## config.mk

```make
export PLATFORM = sky130hd
export DESIGN_NAME = lexicographic_permutation_generator
export DESIGN_NICKNAME = d
export VERILOG_FILES = /design/src/hw/rtl/lpg_pkg.sv /design/src/hw/rtl/lpg_datapath.sv /design/src/hw/rtl/lpg_controller.sv /design/src/hw/rtl/lexicographic_permutation_generator.sv
export SDC_FILE = /design/constraint.sdc
export NUM_CORES = 1
export LEC_CHECK = 0
export ABC_AREA = 1
export BUFFER_PORTS_ARGS = -buffer_cell sky130_fd_sc_hd__buf_2
export CORE_MARGIN = 5
export CORE_UTILIZATION = 46
export DETAILED_ROUTE_END_ITERATION = 16
export GPL_ROUTABILITY_DRIVEN = 0
export RECOVER_POWER = 25
export SETUP_SLACK_MARGIN = 0.02
export SLEW_MARGIN = 0
export SYNTH_ARGS = -nofsm -noshare
export SYNTH_HDL_FRONTEND = slang
export SYNTH_SLANG_ARGS = --single-unit
```

## constraint.sdc

```tcl
create_clock -name clk_i -period 5.4 [get_ports clk_i]
set_clock_uncertainty 0.2 [all_clocks]
set_input_delay 1.08 -clock clk_i [delete_from_list [all_inputs] [get_ports clk_i]]
set_output_delay 1.08 -clock clk_i [all_outputs]
set_load 0.1 [all_outputs]
```

## src/hw/rtl/lpg_pkg.sv

```systemverilog
// ----------------------------------------------------------------------------
// lpg_pkg
// Shared constants and controller/datapath interface types of the
// lexicographic permutation generator.
// ----------------------------------------------------------------------------
package lpg_pkg;

  // Default and fixed field widths.
  localparam int unsigned MaxNDefault = 8;
  localparam int unsigned ElemW       = 4;
  localparam int unsigned SizeW       = 4;
  localparam int unsigned ArrW        = 32;
  localparam int unsigned RankW       = 16;

  // Commands from the controller to the datapath.
  typedef struct packed {
    logic accept;  // an item is taken this cycle
    logic emit;    // capture the current arrangement into the output register
    logic wrap;    // last arrangement was emitted: reload ascending order
    logic swap;    // swap pivot with its successor and open the suffix window
    logic step;    // swap the two ends of the suffix window and narrow it
  } lpg_cmd_t;

  // Status from the datapath to the controller.
  typedef struct packed {
    logic last_row;  // current arrangement is descending
    logic rev_more;  // suffix window still holds two or more positions
  } lpg_status_t;

endpackage

```

## src/hw/rtl/lpg_datapath.sv

```systemverilog
// ----------------------------------------------------------------------------
// lpg_datapath
// Holds the current arrangement, the row counter and the output register,
// and performs pivot search, swap and one suffix swap per step.
// ----------------------------------------------------------------------------
module lpg_datapath import lpg_pkg::*; #(
  parameter int unsigned MaxN = MaxNDefault
) (
  input  logic             clk_i,
  input  logic             rst_ni,
  input  logic             cfg_we_i,
  input  logic [SizeW-1:0] cfg_wdata_i,
  input  logic             restart_i,
  input  lpg_cmd_t         cmd_i,
  output lpg_status_t      status_o,
  output logic [ArrW-1:0]  arrangement_o,
  output logic [RankW-1:0] row_index_o,
  output logic             final_row_o
);

  localparam int unsigned IdxW = (MaxN > 1) ? $clog2(MaxN) : 1;
  localparam int unsigned NW   = $clog2(MaxN + 1);

  // Clamp a size register value to the range 1..MaxN.
  function automatic logic [NW-1:0] live_count(input logic [SizeW-1:0] size);
    logic [NW-1:0] n;
    if (size == '0) begin
      n = NW'(1);
    end else if (size > SizeW'(MaxN)) begin
      n = NW'(MaxN);
    end else begin
      n = NW'(size);
    end
    return n;
  endfunction

  logic [SizeW-1:0] size_q, size_d;
  logic [ElemW-1:0] ord_q [MaxN];
  logic [ElemW-1:0] ord_d [MaxN];
  logic [RankW-1:0] rank_q, rank_d;
  logic [IdxW-1:0]  lo_q, lo_d, hi_q, hi_d;
  logic [ArrW-1:0]  arr_q, arr_d;
  logic [RankW-1:0] row_q;
  logic             fin_q;

  logic [NW-1:0]    n_live, n_load;
  logic             piv_found;
  logic [IdxW-1:0]  piv_idx, succ_idx;
  logic [ElemW-1:0] piv_val;
  logic             reload;

  assign n_live = live_count(size_q);

  // Rightmost position whose value is smaller than its right neighbor.
  always_comb begin
    piv_found = 1'b0;
    piv_idx   = '0;
    for (int k = 0; k + 1 < MaxN; k++) begin
      if ((NW'(k + 1) < n_live) && (ord_q[k] < ord_q[k + 1])) begin
        piv_found = 1'b1;
        piv_idx   = IdxW'(k);
      end
    end
  end

  assign piv_val = ord_q[piv_idx];

  // Rightmost position past the pivot holding a larger value.
  always_comb begin
    succ_idx = '0;
    for (int j = 0; j < MaxN; j++) begin
      if ((NW'(j) < n_live) && (IdxW'(j) > piv_idx) && (ord_q[j] > piv_val)) begin
        succ_idx = IdxW'(j);
      end
    end
  end

  always_comb begin
    arr_d = '0;
    for (int k = 0; k < MaxN; k++) begin
      arr_d[k*ElemW +: ElemW] = ord_q[k];
    end
  end

  assign reload = (cmd_i.accept && restart_i) || cmd_i.wrap;
  assign n_load = cfg_we_i ? live_count(cfg_wdata_i) : n_live;

  always_comb begin
    size_d = size_q;
    ord_d  = ord_q;
    rank_d = rank_q;
    lo_d   = lo_q;
    hi_d   = hi_q;
    if (cfg_we_i) begin
      size_d = cfg_wdata_i;
    end
    if (cfg_we_i || reload) begin
      for (int k = 0; k < MaxN; k++) begin
        ord_d[k] = (NW'(k) < n_load) ? ElemW'(k + 1) : '0;
      end
      rank_d = '0;
    end else if (cmd_i.swap) begin
      ord_d[piv_idx]  = ord_q[succ_idx];
      ord_d[succ_idx] = piv_val;
      lo_d   = piv_idx + IdxW'(1);
      hi_d   = IdxW'(n_live - NW'(1));
      rank_d = rank_q + RankW'(1);
    end else if (cmd_i.step) begin
      ord_d[lo_q] = ord_q[hi_q];
      ord_d[hi_q] = ord_q[lo_q];
      lo_d = lo_q + IdxW'(1);
      hi_d = hi_q - IdxW'(1);
    end
  end

  always_ff @(posedge clk_i or negedge rst_ni) begin
    if (!rst_ni) begin
      size_q <= SizeW'(4);
      rank_q <= '0;
      for (int k = 0; k < MaxN; k++) begin
        ord_q[k] <= (k < 4) ? ElemW'(k + 1) : '0;
      end
    end else begin
      size_q <= size_d;
      rank_q <= rank_d;
      ord_q  <= ord_d;
    end
  end

  always_ff @(posedge clk_i) begin
    lo_q <= lo_d;
    hi_q <= hi_d;
    if (cmd_i.emit) begin
      arr_q <= arr_d;
      row_q <= rank_q;
      fin_q <= !piv_found;
    end
  end

  assign status_o.last_row = !piv_found;
  assign status_o.rev_more = lo_q < hi_q;
  assign arrangement_o     = arr_q;
  assign row_index_o       = row_q;
  assign final_row_o       = fin_q;

endmodule

```

## src/hw/rtl/lpg_controller.sv

```systemverilog
// ----------------------------------------------------------------------------
// lpg_controller
// Sequences one item: accept, emit into the output register, then advance
// the arrangement through swap and suffix reversal steps or a wrap.
// ----------------------------------------------------------------------------
module lpg_controller import lpg_pkg::*; (
  input  logic        clk_i,
  input  logic        rst_ni,
  input  logic        in_valid_i,
  output logic        in_ready_o,
  output logic        out_valid_o,
  input  logic        out_ready_i,
  input  lpg_status_t status_i,
  output lpg_cmd_t    cmd_o
);

  localparam logic [1:0] StIdle = 2'd0;
  localparam logic [1:0] StEmit = 2'd1;
  localparam logic [1:0] StRev  = 2'd2;

  logic [1:0] state_q, state_d;
  logic       out_valid_q, out_valid_d;
  logic       slot_free;

  assign slot_free = !out_valid_q || out_ready_i;

  always_comb begin
    state_d = state_q;
    cmd_o   = '0;
    unique case (state_q)
      StIdle: begin
        if (in_valid_i) begin
          cmd_o.accept = 1'b1;
          state_d      = StEmit;
        end
      end
      StEmit: begin
        if (slot_free) begin
          cmd_o.emit = 1'b1;
          if (status_i.last_row) begin
            cmd_o.wrap = 1'b1;
            state_d    = StIdle;
          end else begin
            cmd_o.swap = 1'b1;
            state_d    = StRev;
          end
        end
      end
      StRev: begin
        if (status_i.rev_more) begin
          cmd_o.step = 1'b1;
        end else begin
          state_d = StIdle;
        end
      end
      default: state_d = StIdle;
    endcase
  end

  always_comb begin
    out_valid_d = out_valid_q;
    if (cmd_o.emit) begin
      out_valid_d = 1'b1;
    end else if (out_ready_i) begin
      out_valid_d = 1'b0;
    end
  end

  always_ff @(posedge clk_i or negedge rst_ni) begin
    if (!rst_ni) begin
      state_q     <= StIdle;
      out_valid_q <= 1'b0;
    end else begin
      state_q     <= state_d;
      out_valid_q <= out_valid_d;
    end
  end

  assign in_ready_o  = (state_q == StIdle);
  assign out_valid_o = out_valid_q;

endmodule

```

## src/hw/rtl/lexicographic_permutation_generator.sv

```systemverilog
// ----------------------------------------------------------------------------
// lexicographic_permutation_generator
// Emits the permutations of 1..n in lexicographic order, one per item.
// ----------------------------------------------------------------------------
// Usage:
//   Each item taken on the input channel (in_valid_i/in_ready_o) requests one
//   permutation. With restart_i set, the sequence first returns to ascending
//   order and row 0. The result item carries the arrangement (four bits per
//   position, unused positions zero), its row number and a flag that marks
//   the final, descending arrangement; after that one the sequence wraps.
//   The size n is written through cfg_we_i/cfg_wdata_i while the block is
//   idle; a write reloads ascending order and clears the row counter.
//   Sequence: once an item is accepted, the controller waits in its emit
//   state until the output register is free, then captures the arrangement
//   and, in the same cycle, swaps the pivot with its successor; the reversal
//   state then swaps one pair of the reversed suffix per cycle and returns
//   to idle. After the final, descending arrangement it reloads ascending
//   order instead and goes straight to idle; only in idle is an item taken.
//   When the receiver stalls, the result waits in the output register and
//   the block waits with it before emitting the next one. Reset gives n = 4,
//   ascending order and row 0.
// ----------------------------------------------------------------------------
module lexicographic_permutation_generator import lpg_pkg::*; #(
  parameter int unsigned MaxN = MaxNDefault
) (
  input  logic             clk_i,
  input  logic             rst_ni,
  input  logic             cfg_we_i,
  input  logic [SizeW-1:0] cfg_wdata_i,
  input  logic             in_valid_i,
  output logic             in_ready_o,
  input  logic             restart_i,
  output logic             out_valid_o,
  input  logic             out_ready_i,
  output logic [ArrW-1:0]  arrangement_o,
  output logic [RankW-1:0] row_index_o,
  output logic             final_row_o
);

  lpg_cmd_t    cmd;
  lpg_status_t status;

  // The controller only sequences; all arrangement state lives in the datapath.
  lpg_controller u_controller (
    .clk_i       (clk_i),
    .rst_ni      (rst_ni),
    .in_valid_i  (in_valid_i),
    .in_ready_o  (in_ready_o),
    .out_valid_o (out_valid_o),
    .out_ready_i (out_ready_i),
    .status_i    (status),
    .cmd_o       (cmd)
  );

  lpg_datapath #(
    .MaxN (MaxN)
  ) u_datapath (
    .clk_i         (clk_i),
    .rst_ni        (rst_ni),
    .cfg_we_i      (cfg_we_i),
    .cfg_wdata_i   (cfg_wdata_i),
    .restart_i     (restart_i),
    .cmd_i         (cmd),
    .status_o      (status),
    .arrangement_o (arrangement_o),
    .row_index_o   (row_index_o),
    .final_row_o   (final_row_o)
  );

endmodule

```

Word level (Yosys, flattened, before mapping)
Cells that the tools add are included.
Cells by class
  $add $sub $neg: 5
  magnitude comparators: 47
  eq/ne operators: 5
  multiplexer cells: 81
  bitwise operators: 5
  reduce and logical (&&, ||, !) cells: 40
Operators with widths (number)
  32-bit bitwise mux: 4
  32-bit 2-to-1 mux: 3
  4-bit 2-to-1 mux: 18
  3-bit 2-to-1 mux: 17
  4-bit binary-select mux with 3-bit select: 4
  4-bit demux with 3-bit select: 4
  3-bit by 4-bit less-than comparator with 1-bit output (first input constant): 8
  16-bit 2-to-1 mux: 2
  4-bit > comparator: 7
  4-bit less-than comparator: 7
  1-bit logical AND: 26
  2-bit 2-to-1 mux: 10
  1-bit 2-to-1 mux: 18
  16-bit by 1-bit adder with 16-bit output (second input constant): 1
  4-bit greater-or-equal comparator (second input constant): 4
  2-bit by 4-bit less-than comparator with 1-bit output (first input constant): 4
  4-bit by 1-bit less-than comparator with 1-bit output (second input constant): 4
  3-bit inverter with 4-bit output: 4
  3-bit > comparator (first input constant): 4
  1-bit by 4-bit less-than comparator with 1-bit output (first input constant): 3
  4-bit > comparator (second input constant): 2
  4-bit zero test: 2
  3-bit by 1-bit adder with 3-bit output (second input constant): 2
  2-bit by 3-bit > comparator with 1-bit output (first input constant): 2
  16 further kinds: 23
Word-level totals
  bits in registers: 110
  input bits: 10
  output and inout port bits: 51
  logic and storage cells: 200

Depth between registers and ports, before layout
  depth after elaboration: 32
  gate-level depth with buffers: 39
  depth with buffers taken out: 38

By module
Synthesis repeated with hierarchy kept, for this count alone.
Second synthesis, totals
  cell total of the unflattened synthesis: 1065
  area, all modules: 8007.7 um^2
By module, submodules not included
  lpg_datapath: instances 1, cells each 1041, area each 7843.8 um^2, sequential area each 2960.3 um^2
  lpg_controller: instances 1, cells each 24, area each 163.9 um^2, sequential area each 75.1 um^2

Worst setup path before layout
Ideal clock, no wire load.
  path type: input to register
  start point: input out_ready_i
  end point: register u_datapath.rank_q[14]
  setup time: 119 ps
  arrival: 4700 ps
  data required time: 5081 ps
  slack: 381 ps
  cell stages on the path: 11
  buffers on the path: 0
  cells stage by stage: nor2_1 nor2_1 nand2_2 nor3_1 nand3_1 nor2_1 inv_1 nor2_1 nand4_1 nand2_1 nor2_1
Between the ends
  longest elaborated chain between the ends: 6
  elaborated cells between the ends (all ways): 7
  those cells by class: mux: 3; reduce/logical: 4
Ends and longest elaborated chain
  start: declaration: RTL line lexicographic_permutation_generator.sv:34  | input logic out_ready_i,
  1-bit logical OR *: RTL line lpg_controller.sv:25  | assign slot_free = !out_valid_q || out_ready_i;
  3-bit 2-to-1 mux *: RTL line lpg_controller.sv:38  | if (slot_free) begin
  3-bit 2-to-1 mux *: RTL line lpg_controller.sv:30  | unique case (state_q)
  1-bit logical OR: RTL line lpg_datapath.sv:85  | assign reload = (cmd_i.accept && restart_i) || cmd_i.wrap;
  1-bit logical OR: RTL line lpg_datapath.sv:97  | if (cfg_we_i || reload) begin
  16-bit 2-to-1 mux or 2-bit nonzero test (tied branches)
  end signal: assignment: RTL line lpg_datapath.sv:125  | rank_q <= rank_d;
  end: declaration: RTL line lpg_datapath.sv:40  | logic [RankW-1:0] rank_q, rank_d;
Mark *: on every way between the ends. The rest lies on a longest branch, timed or not.
A chain may end at the register's enable or synchronous reset.

Worst setup path in the final report
  start point: register u_datapath.ord_q (netlist bit u_datapath.arr_d[9])
  end point: register u_datapath.ord_q (netlist bit u_datapath.arr_d[22])
Between the ends
  longest elaborated chain between the ends: 29
  elaborated cells between the ends (all ways): 80
  those cells by class: order compare: 20; mux: 37; bitwise: 2; reduce/logical: 21
Ends and longest elaborated chain
  start: declaration: RTL line lpg_datapath.sv:38  | logic [ElemW-1:0] ord_q [MaxN];
  start signal: indexed assignment: RTL line lpg_datapath.sv:121  | ord_q[k] <= (k < 4) ? ElemW'(k + 1) : '0;
  start signal: assignment: RTL line lpg_datapath.sv:126  | ord_q <= ord_d;
  4-bit less-than comparator: RTL line lpg_datapath.sv:59  | if ((NW'(k + 1) < n_live) && (ord_q[k] < ord_q[k + 1])) begin
  1-bit logical AND: RTL line lpg_datapath.sv:59
  1-bit 2-to-1 mux: RTL line lpg_datapath.sv:59
  2-bit 2-to-1 mux (2 in a row): RTL line lpg_datapath.sv:59
  3-bit 2-to-1 mux (3 in a row): RTL line lpg_datapath.sv:59
  3-bit inverter with 4-bit output (implied by the code): RTL line lpg_datapath.sv:66, lpg_datapath.sv:103
  4-bit binary-select mux with 3-bit select: RTL line lpg_datapath.sv:66  | assign piv_val = ord_q[piv_idx];
  4-bit 2-to-1 mux (implied by the code) (2 in a row): RTL line lpg_datapath.sv:66
  [9 not listed]
  3-bit inverter with 4-bit output (implied by the code): RTL line lpg_datapath.sv:103, lpg_datapath.sv:104
  4-bit greater-or-equal comparator (implied by the code) (tied with other cells): RTL line lpg_datapath.sv:104  | ord_d[succ_idx] = piv_val;
  1-bit logical AND (implied by the code) or 4-bit 2-to-1 mux (tied branches): RTL line lpg_datapath.sv:104, lpg_datapath.sv:103
  4-bit 2-to-1 mux (on tied branches): RTL line lpg_datapath.sv:104, lpg_datapath.sv:103
  4-bit demux with 3-bit select or 32-bit bitwise mux (tied branches): RTL line lpg_datapath.sv:104, lpg_datapath.sv:103
  32-bit bitwise mux: RTL line lpg_datapath.sv:104
  32-bit 2-to-1 mux: RTL line lpg_datapath.sv:102  | end else if (cmd_i.swap) begin
  32-bit 2-to-1 mux: RTL line lpg_datapath.sv:97
Parallel ways exist; a longest one is shown, timed or not. The select of a mux whose other input is x is not followed.

==> reports/metrics.json <==
{
  "worst_setup_path": {
    "critical_path.startpoint_type": "flop",
    "worst-r2r-setup-slack_ps": 360,
    "cp_max_stage_delay_ps": 580,
    "cpMostUsedCell": "nand2_1",
    "setup_crit_end_kind": "flop",
    "worst-r2r-cell-count": 33,
    "worst_r2r_src": "u_datapath.arr_d[9]$_DFFE_PN1P_",
    "crit_end": "u_datapath.arr_d[22]$_DFFE_PN0P_",
    "critical_path_class": "flop to flop",
    "worstSetupStartpoint": "u_datapath.arr_d[9]$_DFFE_PN1P_",
    "crit_slowest_cell": "dfstp_2",
    "rr_endpoint": "u_datapath.arr_d[22]$_DFFE_PN0P_",
    "worstPathMaxFanout": 19,
    "worstPathArrival_ps": 5090,
    "worst_ep_required_time_ps": 5450
  },
  "final_layout": {
    "drive_above_1_share_pct": 17.6,
    "nNetsFinal": 1208,
    "n_fill_cell": 1626,
    "final_cell_mix": "nand2_1 (221), inv_1 (126), a21oi_1 (84), nor2_1 (73), nand3_1 (70)",
    "layout-area-overhead-vs-synth_pct": 16.4,
    "register_area_sq_um": 3040,
    "layout_commonest_cell": "nand2_1",
    "antenna-diode-count": 0,
    "multi_input_area_sq_um": 4210
  },
  "floorplanning": {
    "design.core.area_sq_um": 16700,
    "fp.dieW_um": 141,
    "floorplan_row_count": 47,
    "boundaryPins": 61,
    "design.die.area_sq_um": 19900,
    "die_height_um": 141,
    "initial_utilization_pct": 47.2
  },
  "synth": {
    "post_synth_inst_count": 1024,
    "post_synth_num_cell_types": 51,
    "synth-async-reset-ratio_pct": 50.0,
    "count_of_flip_flops_with_a_built_in_enable_after_synthesis": 55,
    "synth_seq_area_share_pct": 38.5,
    "postSynthRegisterBits": 110,
    "yosys_warnings": 0,
    "most_used_flip_flop_cell_after_synthesis": "edfxtp_1",
    "post_synth.cell_area_avg_sq_um": 7.70,
    "netlist_area_sq_um": 7890,
    "postSynthNetCount": 1088
  },
  "detailed_routing": {
    "aggregate_routed_wire_length_um": 28800,
    "detailed_route_wire_length_per_cell_um": 21.0,
    "routed-via-count": 8231,
    "dr.pass1.iters": 6,
    "first_iteration_detailed_routing_drc_count": 1154,
    "drc": 0,
    "viasPerCell": 6.01,
    "drtAntennaViolNets": 0
  },
  "global_routing": {
    "globalRouteTotalUtil_pct": 28.8,
    "first_global_vias": 7543,
    "largest_net_degree_at_the_start_of_global_routing": 56,
    "grt_first_pass_wirelength_um": 43800,
    "grt.overflow.total": 0,
    "grt_antenna_before_repair": 0
  },
  "run_status": {
    "outcome": "finished, violations left",
    "violations": "capacitance limit, slew limit"
  },
  "sta": {
    "final-hold-violation-count": 0,
    "setup_total_negative_slack_ps": 0,
    "worst_slew_pin_slew_ps": 3190,
    "setup_violations": 0,
    "timing.final.crit_share_pct": 93.3,
    "worst_slew_margin_relative_to_its_limit_pct": -113,
    "rsz0062_at_grt": "no",
    "number_of_max_slew_violations_in_the_final_report": 56,
    "post-route-min-period_ps": 5040,
    "maxClockFrequency_mhz": 198
  },
  "cts": {
    "clock_pin_slew_of_the_registers_on_the_worst_case_setup_and_hold_paths_ps": 80,
    "cts_tree": "built",
    "cts_max_level": 3,
    "cts.sink_count": 110,
    "clock_latency_reported_for_the_late_side_of_the_worst_skew_pair_ps": 370,
    "cts_root_buf": "clkbuf_16",
    "holdBufCountCts": 0,
    "cts_inserted_buffers": 9,
    "cts.path.max_buffers": 2
  },
  "flow_run": {
    "maxCapViolations": 1
  },
  "placed_design": {
    "dp_hpwl_um": 21700,
    "port_buffers": 60
  },
  "min_path": {
    "hp-class": "flop to flop",
    "min_path_cells": 0
  }
}
## worst max-delay path, delay by kind of cell (launching register included)
kind | cells | cell delay [ps]
buf+inv | 6 | 900
flops | 1 | 580
simple gates | 21 | 2050
fa+ha+maj | 2 | 630
compound gates | 4 | 530
## repair_timing
| item | CTS | global route |
|---|---|---|
| endpoints found under the hold margin | 0 | 0 |
| buffers inserted | 0 | 2 |
| resized for setup | 0 | 11 |
| setup endpoints to repair | 0 | 28 |
## state kept, by name, indices dropped and copies added (netlist names)
signal	count
u_datapath.row_index_o	16
u_datapath.rank_q	16
u_datapath.size_q	4
u_datapath.final_row_o	1
u_datapath.arrangement_o	32
u_controller.state_q	2
u_datapath.lo_q	3
u_controller.out_valid_o	1
u_datapath.arr_d	32
u_datapath.hi_q	3
## worst min-delay path by stage
stage,from,endpoint,slack (ps)
floorplan,u_datapath.rank_q[2]$_DFFE_PN0N_,u_datapath.row_index_o[2]$_DFFE_PP_,220
global placement,u_datapath.rank_q[2]$_DFFE_PN0N_,u_datapath.row_index_o[2]$_DFFE_PP_,230
detailed placement,u_datapath.rank_q[2]$_DFFE_PN0N_,u_datapath.row_index_o[2]$_DFFE_PP_,240
CTS,u_datapath.rank_q[2]$_DFFE_PN0N_,u_datapath.row_index_o[2]$_DFFE_PP_,260
global route,u_datapath.rank_q[7]$_DFFE_PN0N_,u_datapath.row_index_o[7]$_DFFE_PP_,280
finish,u_datapath.rank_q[2]$_DFFE_PN0N_,u_datapath.row_index_o[2]$_DFFE_PP_,260
## through the flow
step / cell area, sq um / util (%) / setup slack, ps / instances / hold slack [ps]
global placement: 8870 / 53.1 / 281 / 1351 / 231
floorplan: 7890 / - / 381 / 1024 / 225
finish: 9190 / 55.0 / 362 / 1369 / 257
detailed placement: 8870 / 53.1 / 231 / 1351 / 237
CTS: 9180 / 55.0 / 212 / 1367 / 258
global route: 9190 / 55.0 / 14.4 / 1369 / 281
## area by class of cell
type | count | share of cell area [%]
clock buffer | 9 | 2.45
sequential | 110 | 33.0
timing repair buffer | 128 | 8.54
inverter | 150 | 6.18
multi-input combinational | 745 | 45.9
tap | 220 | 3.00
clock inverter | 7 | 0.899
## cell usage after synthesis (2+ instances only)
cell type  instances  area [sq um]
o211ai_1           3          22.5
nor2_2             7          43.8
clkinv_1           2          7.51
o21ai_1            5          25.0
a22oi_1            5          37.5
nand3_1           70           350
nand2_1          223           837
nor2_1            75           282
a21boi_0           2          15.0
o2111ai_1          3          26.3
dfrtp_1           49          1230
a221oi_1          12           105
buf_6              2          22.5
nand3_2            4          40.0
a21oi_1           85           425
a211oi_1           8          60.1
inv_1            128           480
nand2_2           10          62.6
nor3b_1            3          22.5
buf_2              6          30.0
edfxtp_1          55          1650
nor2_4             7          78.8
clkbuf_1           6          22.5
buf_4              4          30.0
ha_1              54           676
dfstp_2            6           158
nand4_1           22           138
a21boi_1           2          15.0
o221ai_1           4          35.0
nand3b_1           3          22.5
o21bai_1           2          15.0
o21ai_0           38           190
a31oi_1           12          75.1
o21a_1             2          15.0
nand2_4            2          22.5
inv_2             20          75.1
nor3_1            19          95.1
o22ai_1           51           319
## cell families (layout without fill, tap and decap cells)
kind of cell	after synthesis	count (layout)	synth area share [%]
buffers and inverters	169	294	8.52
AND/OR/NAND/NOR	449	449	25.8
AO/OA/AOI/OAI	240	240	18.4
adder cells (fa/ha/maj)	54	54	8.57
XOR/XNOR	2	2	0.222
flip-flops	110	110	38.5
## per-layer routing
layer	global-route usage, %	part of all wire [%]	up-vias
met4	14.5	5.9	0
met2	42.2	42	507
met5	0	0	-
met1	39.7	42	3775
li1	-	-	3811
met3	7.18	10	138
Power is left out: the tool's default activity adds up to more than one toggle a clock period on the data nets, which glitch-free logic cannot reach.
